===== config.mk =====
export PLATFORM = sky130hd
export DESIGN_NAME = multi_timer_deadline_queue
export DESIGN_NICKNAME = d
export VERILOG_FILES = /design/src/sv/mtdq_pkg.sv /design/src/sv/mtdq_datapath.sv /design/src/sv/mtdq_ctrl.sv /design/src/sv/multi_timer_deadline_queue.sv
export SDC_FILE = /design/constraint.sdc
export NUM_CORES = 2
export LEC_CHECK = 0
export BUFFER_PORTS_ARGS = -buffer_cell sky130_fd_sc_hd__buf_4
export CAP_MARGIN = 20
export CORE_MARGIN = 2
export CORE_UTILIZATION = 68
export CTS_CLUSTER_DIAMETER = 40
export DETAILED_ROUTE_END_ITERATION = 6
export PLACE_DENSITY_LB_ADDON = 0.3
export REMOVE_ABC_BUFFERS = 1
export SLEW_MARGIN = 15
export SYNTH_ARGS = -nofsm -noshare
export SYNTH_HDL_FRONTEND = slang
export SYNTH_SLANG_ARGS = --single-unit

===== constraint.sdc =====
create_clock -name clock -period 19.8 [get_ports clock]
set_clock_uncertainty 0.05 [all_clocks]
set_input_delay 0.99 -clock clock [delete_from_list [all_inputs] [get_ports clock]]
set_output_delay 0.99 -clock clock [all_outputs]
set_load 0.01 [all_outputs]

===== src/sv/mtdq_pkg.sv =====
package mtdq_pkg;

   localparam int NUM_TIMERS  = 16;
   localparam int TIME_BITS   = 48;
   localparam int SLOT_BITS   = $clog2(NUM_TIMERS);
   localparam int CNT_BITS    = $clog2(NUM_TIMERS + 1);
   localparam int MAX_RESULTS = 16;
   localparam int RES_BITS    = $clog2(MAX_RESULTS + 1);
   localparam logic [TIME_BITS-1:0] MIN_DELAY = TIME_BITS'(100);
   localparam logic [TIME_BITS-1:0] TIME_MAX  = {TIME_BITS{1'b1}};

   localparam logic [1:0] CMD_ADD    = 2'd0;
   localparam logic [1:0] CMD_CANCEL = 2'd1;
   localparam logic [1:0] CMD_TICK   = 2'd2;

   localparam logic [2:0] ST_ADDED    = 3'd0;
   localparam logic [2:0] ST_FULL     = 3'd1;
   localparam logic [2:0] ST_CANCEL   = 3'd2;
   localparam logic [2:0] ST_NOTFOUND = 3'd3;
   localparam logic [2:0] ST_EXPIRED  = 3'd4;
   localparam logic [2:0] ST_NONE     = 3'd5;

   typedef struct packed {
      logic [1:0]  command;
      logic [47:0] now_us;
      logic [47:0] deadline_us;
      logic [31:0] interval_us;
      logic [3:0]  slot;
   } req_type;

   typedef struct packed {
      logic [2:0]  status;
      logic [3:0]  timer_slot;
      logic        last;
      logic        earliest_changed;
      logic        next_valid;
      logic [47:0] next_deadline_us;
      logic [47:0] arm_delay_us;
   } rsp_type;

   // controller -> datapath
   typedef struct packed {
      logic load;      // capture request
      logic scan_clr;  // start a scan
      logic scan_step; // one slot per cycle
      logic pick;      // mark best of scan as picked, log it
      logic commit;    // apply add / cancel / rearm of one logged entry
      logic pick_clr;
   } cmd_type;

   // datapath -> controller
   typedef struct packed {
      logic scan_done;
      logic found;     // expired candidate found in scan
      logic full;      // picked count reached limit
      logic commit_done;
   } sts_type;

endpackage


===== src/sv/mtdq_datapath.sv =====
module mtdq_datapath (
   input  logic              clock,
   input  logic              reset,
   input  mtdq_pkg::req_type req,
   input  mtdq_pkg::cmd_type cmd,
   output mtdq_pkg::sts_type sts,
   input  logic              emit_sel,   // 0: single result, 1: logged entry
   input  logic              emit_last,
   output mtdq_pkg::rsp_type rsp_word,
   input  logic              emit_adv
);
   import mtdq_pkg::*;

   logic [NUM_TIMERS-1:0] active_ff, active_in;
   logic [NUM_TIMERS-1:0] picked_ff, picked_in;
   logic [TIME_BITS-1:0]  dl_ff  [NUM_TIMERS];
   logic [31:0]           per_ff [NUM_TIMERS];
   req_type               req_ff;

   logic [SLOT_BITS-1:0]  idx_ff;      // scan index
   logic [CNT_BITS-1:0]   scnt_ff;     // slots scanned
   logic                  bval_ff;     // best expired candidate
   logic [SLOT_BITS-1:0]  bslot_ff;
   logic [TIME_BITS-1:0]  bdl_ff;
   logic                  nval_ff;     // earliest active
   logic [TIME_BITS-1:0]  ndl_ff;
   logic                  fval_ff;     // lowest free
   logic [SLOT_BITS-1:0]  fslot_ff;

   logic [SLOT_BITS-1:0]  log_ff [MAX_RESULTS];
   logic [RES_BITS-1:0]   nlog_ff, cptr_ff, eptr_ff;
   logic                  changed_ff;
   logic [2:0]            status_ff;
   logic [SLOT_BITS-1:0]  rslot_ff;

   logic [SLOT_BITS-1:0]  idx;
   logic                  act, expd;
   logic [TIME_BITS-1:0]  dl_i;
   logic [TIME_BITS:0]    sum;
   logic [TIME_BITS-1:0]  rearm;
   logic [SLOT_BITS-1:0]  cs;
   logic [TIME_BITS-1:0]  now_t;

   assign idx   = idx_ff;
   assign act   = active_ff[idx];
   assign dl_i  = dl_ff[idx];
   assign now_t = TIME_BITS'(req_ff.now_us);
   assign expd  = act && !picked_ff[idx] && (dl_i <= now_t);
   assign cs    = log_ff[cptr_ff[SLOT_BITS-1:0]];
   assign sum   = {1'b0, dl_ff[cs]} + {{(TIME_BITS-31){1'b0}}, per_ff[cs]};
   assign rearm = sum[TIME_BITS] ? TIME_MAX : sum[TIME_BITS-1:0];

   assign sts.scan_done   = (scnt_ff == CNT_BITS'(NUM_TIMERS));
   assign sts.found       = bval_ff;
   assign sts.full        = (nlog_ff == RES_BITS'(MAX_RESULTS));
   assign sts.commit_done = (cptr_ff == nlog_ff);

   always_comb begin
      active_in = active_ff;
      picked_in = picked_ff;
      if (cmd.pick_clr) picked_in = '0;
      if (cmd.pick) picked_in[bslot_ff] = 1'b1;
      if (cmd.commit && (cptr_ff != nlog_ff) && (per_ff[cs] == 32'd0))
         active_in[cs] = 1'b0;
      if (cmd.commit && (req_ff.command == CMD_ADD) && fval_ff)
         active_in[fslot_ff] = 1'b1;
      if (cmd.commit && (req_ff.command == CMD_CANCEL))
         active_in[SLOT_BITS'(req_ff.slot)] = 1'b0;
   end

   always_ff @(posedge clock) begin
      if (reset) begin
         active_ff <= '0;
         picked_ff <= '0;
         scnt_ff   <= '0;
         nlog_ff   <= '0;
         cptr_ff   <= '0;
         eptr_ff   <= '0;
      end else begin
         active_ff <= active_in;
         picked_ff <= picked_in;
         if (cmd.load) begin
            req_ff  <= req;
            nlog_ff <= '0;
            cptr_ff <= '0;
         end
         if (cmd.scan_clr) begin
            idx_ff  <= '0;
            scnt_ff <= '0;
            bval_ff <= 1'b0;
            nval_ff <= 1'b0;
            fval_ff <= 1'b0;
            eptr_ff <= '0;
         end else if (cmd.scan_step && !sts.scan_done) begin
            idx_ff  <= idx_ff + 1'b1;
            scnt_ff <= scnt_ff + 1'b1;
            if (expd && (!bval_ff || dl_i < bdl_ff)) begin
               bval_ff  <= 1'b1;
               bslot_ff <= idx;
               bdl_ff   <= dl_i;
            end
            if (act && (!nval_ff || dl_i < ndl_ff)) begin
               nval_ff <= 1'b1;
               ndl_ff  <= dl_i;
            end
            if (!act && !fval_ff) begin
               fval_ff  <= 1'b1;
               fslot_ff <= idx;
            end
         end
         if (cmd.pick) begin
            log_ff[nlog_ff[SLOT_BITS-1:0]] <= bslot_ff;
            nlog_ff <= nlog_ff + 1'b1;
         end
         if (cmd.commit) begin
            if (cptr_ff != nlog_ff) begin
               if (per_ff[cs] != 32'd0) dl_ff[cs] <= rearm;
               cptr_ff <= cptr_ff + 1'b1;
            end
            unique case (req_ff.command)
               CMD_ADD: begin
                  if (fval_ff) begin
                     dl_ff[fslot_ff]  <= TIME_BITS'(req_ff.deadline_us);
                     per_ff[fslot_ff] <= req_ff.interval_us;
                     status_ff  <= ST_ADDED;
                     rslot_ff   <= fslot_ff;
                     changed_ff <= !nval_ff || (TIME_BITS'(req_ff.deadline_us) < ndl_ff);
                  end else begin
                     status_ff  <= ST_FULL;
                     rslot_ff   <= '0;
                     changed_ff <= 1'b0;
                  end
               end
               CMD_CANCEL: begin
                  status_ff  <= active_ff[SLOT_BITS'(req_ff.slot)]
                                ? ST_CANCEL : ST_NOTFOUND;
                  rslot_ff   <= SLOT_BITS'(req_ff.slot);
                  changed_ff <= 1'b0;
               end
               default: begin
                  status_ff  <= ST_NONE;
                  rslot_ff   <= '0;
                  changed_ff <= 1'b0;
               end
            endcase
         end
         if (emit_adv) eptr_ff <= eptr_ff + 1'b1;
      end
   end

   always_comb begin
      logic [TIME_BITS-1:0] diff;
      diff = ndl_ff - now_t;
      rsp_word = '0;
      rsp_word.last             = emit_last;
      rsp_word.next_valid       = nval_ff;
      rsp_word.next_deadline_us = nval_ff ? 48'(ndl_ff) : 48'd0;
      rsp_word.arm_delay_us     = (nval_ff && ndl_ff > now_t && diff > MIN_DELAY)
                                  ? 48'(diff) : 48'(MIN_DELAY);
      if (emit_sel) begin
         rsp_word.status     = ST_EXPIRED;
         rsp_word.timer_slot = 4'(log_ff[eptr_ff[SLOT_BITS-1:0]]);
      end else begin
         rsp_word.status           = status_ff;
         rsp_word.timer_slot       = 4'(rslot_ff);
         rsp_word.earliest_changed = changed_ff;
      end
   end
endmodule


===== src/sv/mtdq_ctrl.sv =====
module mtdq_ctrl (
   input  logic              clock,
   input  logic              reset,
   input  logic              req_valid,
   output logic              req_ready,
   input  logic [1:0]        command,
   output logic              rsp_valid,
   input  logic              rsp_ready,
   output mtdq_pkg::cmd_type cmd,
   input  mtdq_pkg::sts_type sts,
   output logic              emit_sel,
   output logic              emit_last,
   output logic              emit_adv,
   input  logic [4:0]        nlog
);
   import mtdq_pkg::*;

   typedef enum logic [6:0] {
      S_IDLE  = 7'b0000001,
      S_SCAN  = 7'b0000010,
      S_PICK  = 7'b0000100,
      S_COMM  = 7'b0001000,
      S_FINAL = 7'b0010000,
      S_EMIT  = 7'b0100000,
      S_ONE   = 7'b1000000
   } state_type;

   state_type state_ff, state_in;
   logic [1:0] cmd_ff;
   logic [4:0] ecnt_ff;
   logic       last_e;

   assign req_ready = (state_ff == S_IDLE);
   assign last_e    = (ecnt_ff + 5'd1 == nlog);

   always_comb begin
      state_in  = state_ff;
      cmd       = '0;
      rsp_valid = 1'b0;
      emit_sel  = 1'b0;
      emit_last = 1'b1;
      emit_adv  = 1'b0;
      unique case (state_ff)
         S_IDLE: if (req_valid) begin
            cmd.load = 1'b1; cmd.scan_clr = 1'b1; cmd.pick_clr = 1'b1;
            state_in = S_SCAN;
         end
         S_SCAN: begin
            cmd.scan_step = 1'b1;
            if (sts.scan_done) begin
               if (cmd_ff == CMD_TICK && sts.found && !sts.full) state_in = S_PICK;
               else state_in = S_COMM;
            end
         end
         S_PICK: begin
            cmd.pick = 1'b1; cmd.scan_clr = 1'b1; state_in = S_SCAN;
         end
         S_COMM: begin
            cmd.commit = 1'b1;
            if (sts.commit_done) state_in = S_FINAL;
         end
         S_FINAL: begin
            // rescan for next deadline after commits
            cmd.scan_clr = 1'b1;
            state_in = S_ONE;
         end
         S_ONE: begin
            cmd.scan_step = 1'b1;
            if (sts.scan_done) state_in = S_EMIT;
         end
         S_EMIT: begin
            rsp_valid = 1'b1;
            emit_sel  = (cmd_ff == CMD_TICK) && (nlog != 5'd0);
            emit_last = emit_sel ? last_e : 1'b1;
            if (rsp_ready) begin
               emit_adv = 1'b1;
               if (emit_last) state_in = S_IDLE;
            end
         end
         default: state_in = S_IDLE;
      endcase
   end

   always_ff @(posedge clock) begin
      if (reset) begin
         state_ff <= S_IDLE;
         ecnt_ff  <= '0;
      end else begin
         state_ff <= state_in;
         if (state_ff == S_IDLE && req_valid) begin
            cmd_ff  <= command;
            ecnt_ff <= '0;
         end
         if (emit_adv) ecnt_ff <= ecnt_ff + 5'd1;
      end
   end
endmodule


===== src/sv/multi_timer_deadline_queue.sv =====
// Sixteen-slot timer table. One transaction at a time: a request is taken only
// while the block is idle. Every request runs a sweep of the slot table
// (one slot per cycle), a commit step and a second sweep that finds the next
// deadline, after which add and cancel present their result. A tick sweeps
// once more per expired timer, logs each in a pick step and rearms or retires
// each logged timer in the commit step before its first result; the rest
// follow one per cycle while rsp_ready is high. The result stays on the port
// until taken.
module multi_timer_deadline_queue (
   input  logic              clock,
   input  logic              reset,
   input  logic              req_valid,
   output logic              req_ready,
   input  mtdq_pkg::req_type req_data,
   output logic              rsp_valid,
   input  logic              rsp_ready,
   output mtdq_pkg::rsp_type rsp_data
);
   import mtdq_pkg::*;

   cmd_type cmd;
   sts_type sts;
   logic    emit_sel, emit_last, emit_adv;
   logic [4:0] nlog;

   // the datapath counts logged expiries; mirror it for the controller
   logic [4:0] nlog_ff;
   always_ff @(posedge clock) begin
      if (reset) nlog_ff <= '0;
      else if (cmd.load) nlog_ff <= '0;
      else if (cmd.pick) nlog_ff <= nlog_ff + 5'd1;
   end
   assign nlog = nlog_ff;

   mtdq_ctrl u_ctrl (
      .clock, .reset, .req_valid, .req_ready, .command(req_data.command),
      .rsp_valid, .rsp_ready, .cmd, .sts, .emit_sel, .emit_last, .emit_adv, .nlog
   );

   mtdq_datapath u_dp (
      .clock, .reset, .req(req_data), .cmd, .sts, .emit_sel, .emit_last,
      .rsp_word(rsp_data), .emit_adv
   );
endmodule


==> out/results.tsv <==
metric	value	unit
synth_ff_type	sky130_fd_sc_hd__edfxtp_1	
first_global_vias	71110	
fp.dieW	367.4	microns
layout_common_cells	sky130_fd_sc_hd__edfxtp_1 (1,597), sky130_fd_sc_hd__nand2_1 (1,195), sky130_fd_sc_hd__nor2_1 (863)	
crit_fanout	64	
layout.nets	8464	
timing.final.crit_period	11.46	ns
instances_no_fill	10000	
postLayoutCoreUtil	75.89	%
max-vdd-ir-drop	82.44	uV
cell_count_after_synthesis	8182	
max_cap_violations	0	
multiInputGateArea	36960	sq um
seqCellArea	49490	sq um
placement.cell_area	92210	sq um
setup.worst_path.end_class	flop	
cts.clk_slew.worst_paths	0.06	ns
synth.distinct_cells	85	
category_of_the_critical_setup_timing_path	reg2reg	
timing.max_slew.rel_slack	10.68	%
routed_wire_length_per_instance	30.04	microns
r2r-start	u_dp.cptr_ff[1]$_SDFF_PP0_	
dieArea	135000	sq um
grt_max_degree	172	
power_dens_cells	86.19	nW/um^2
routed_vias_inst	7.394	
mostFrequentLayoutCell	sky130_fd_sc_hd__edfxtp_1	
floorplan.initialDensity	68.39	%
cts_max_level	4	
fillers	7973	
critPathLaunchType	flop	
max_stage_delay	0.94	ns
drt_wl_total	300400	microns
routabilityCongestion	0.9806	
drive_above_1_share	13.78	%
startpoint	u_dp.cptr_ff[1]$_SDFF_PP0_	
report.final.slew_viol_count	0	
maxClockFrequency	87.27	MHz
arrival	11.96	ns
core	131300	sq um
cts.sink_count	1673	
hold_path_class	in2reg	
groute.usage.overall	43.54	%
placed_cells_incl_taps	9576	
detail_route.first_pass.iterations	7	
grt_first_pass_wirelength	438200	microns
synth_area	89790	sq um
cp.required	20.30	ns
yosysWarnings	0	
cts_hold_repair.buffers	0	
route.antenna.remaining_nets	0	
grt_antenna_before_repair	23	
drt_iter0_drc	14810	
synth.avg_cell_area	10.97	sq um
asyncSetResetFlopFracSynth	0	%
timing.critical_path.slowest_stage_cell	sky130_fd_sc_hd__clkinv_1	
timing_worst_slew_pin_value	1.321	ns
drc	140	
stdcell_area	99640	sq um
tritoncts.num_buffers	208	
postCtsSetupBuffers	0	
cts.path.max_buffers	3	
rsz_0062_raised_after_global_routing	no	
final_hold_viol_count	0	
route.vias.total	73940	
cts-root-buf	sky130_fd_sc_hd__clkbuf_16	
insertion_delay	0.86	ns
totalNegativeSetupSlack	0	ns
finalSetupViolCount	0	
placementRows	133	
port_buffers	245	
violations_in_the_final_reports	DRC	
global_route.overflow_total	0	
status	finished, violations left	
place.detailed.hpwl	174200	microns
top_level_ports	246	
hp-start	req_data[44]	
synthToLayoutAreaGrowth	10.97	%
cts_repair_resize_count	0	
ys_seq_elements	1673	
final.period_utilization	57.87	%
cts_tree	done	
cellLeakagePower	36.51	nW
yosysSeqAreaShare	55.10	%
synth-edff-count	1597	
die_ht	367.4	microns
[worst paths after layout]
kind                                    to  slack, ns  cells past startpoint
min reg2reg  u_dp.picked_ff[10]$_SDFF_PP0_       0.40                      2
min              u_dp.req_ff[44]$_DFFE_PP_       0.26                      1
max reg2reg    u_dp.dl_ff[6][25]$_DFFE_PP_       8.34                     25
max            u_dp.dl_ff[6][25]$_DFFE_PP_       8.34                     25
[registers in the layout (all words and copies together) (netlist names), 7 cells and up, named ones only]
signal and cells:
u_ctrl.state_ff 7, u_dp.active_ff 16, u_dp.bdl_ff 48, u_dp.dl_ff 768, u_dp.log_ff 64, u_dp.ndl_ff 48, u_dp.now_t 48, u_dp.per_ff 512
u_dp.picked_ff 16, u_dp.req_ff 85
[power breakdown]
part           total (mW)  internal, mW  switching, mW
sequential           3.96          3.88         0.0790
clock                3.92          2.31           1.61
combinational       0.706         0.296          0.409
[Yosys cell counts, drive strengths merged, types with 16 or more instances]
cell type  instances  area (sq um)
clkinv            16         60.06
a21oi            771          3866
ha               281          3516
dfxtp             76          1521
nor3              25         130.1
o211a             21         210.2
nor2             874          3303
edfxtp          1597         47960
a31oi            155         969.7
o211ai            16         120.1
xnor2             59         516.8
nor4              18         118.9
a311oi           222          1944
a211oi           158          1206
and2              66         412.9
inv              188         705.7
buf              234          1134
nand2b            63         394.1
or4               30         225.2
nor2b             50         312.8
mux4             288          6486
a32oi             21         183.9
nand4             67         419.2
clkbuf           496          1862
a21o              92         690.7
mux2i             46         473.0
a41oi             20         175.2
nand3            300          1501
xor2              52         455.4
o21a              17         127.6
o21ai            231          1156
and3             221          1383
nand2           1215          4571
o21bai            17         127.6
[metrics by stage]
stage	setup WS (ns)	total power, mW	hold slack [ns]
final	8.342	8.588	0.2630
after global routing	7.854	8.752	0.2517
after CTS	8.922	8.537	0.2421
after detailed placement	8.983	4.701	0.3900
after global placement	9.286	4.678	0.3833
after floorplan	3.356	4.499	0.3696
[metal layers]
layer / up-vias / GRT usage [%] / share of wire [%]
li1: 30280 / - / -
met1: 34540 / 54.88 / 32
met2: 7232 / 63.15 / 43
met3: 1863 / 16.27 / 17
met4: 32 / 28.88 / 7.9
met5: - / 0 / 0.088
[critical path, delay by kind of cell, from the launching register on]
kind	cells	cell delay, ns
simple gates	9	3.56
buf+inv	5	3.48
compound gates	9	2.44
mux	1	0.59
fa+ha+maj	1	0.58
flops	1	0.31
[layout make-up]
cell class                      instances  area share [%]
Sequential cell                      1673           49.67
Multi-Input combinational cell       5575           37.09
Clock inverter                        154           1.729
Inverter                              204          0.7685
Antenna cell                           18         0.04521
Timing Repair Buffer                  381           2.999
Clock buffer                          240           5.493
Tap cell                             1755           2.204
[kinds of logic after synthesis]
| group | synth area share (%) |
|---|---|
| flops | 55.10 |
| simple gates | 14.79 |
| compound gates | 12.96 |
| fa+ha+maj | 3.960 |
| mux | 7.913 |
| buf+inv | 4.189 |
| xor+xnor | 1.083 |
No activity file was read; power rests on OpenSTA's default activity.
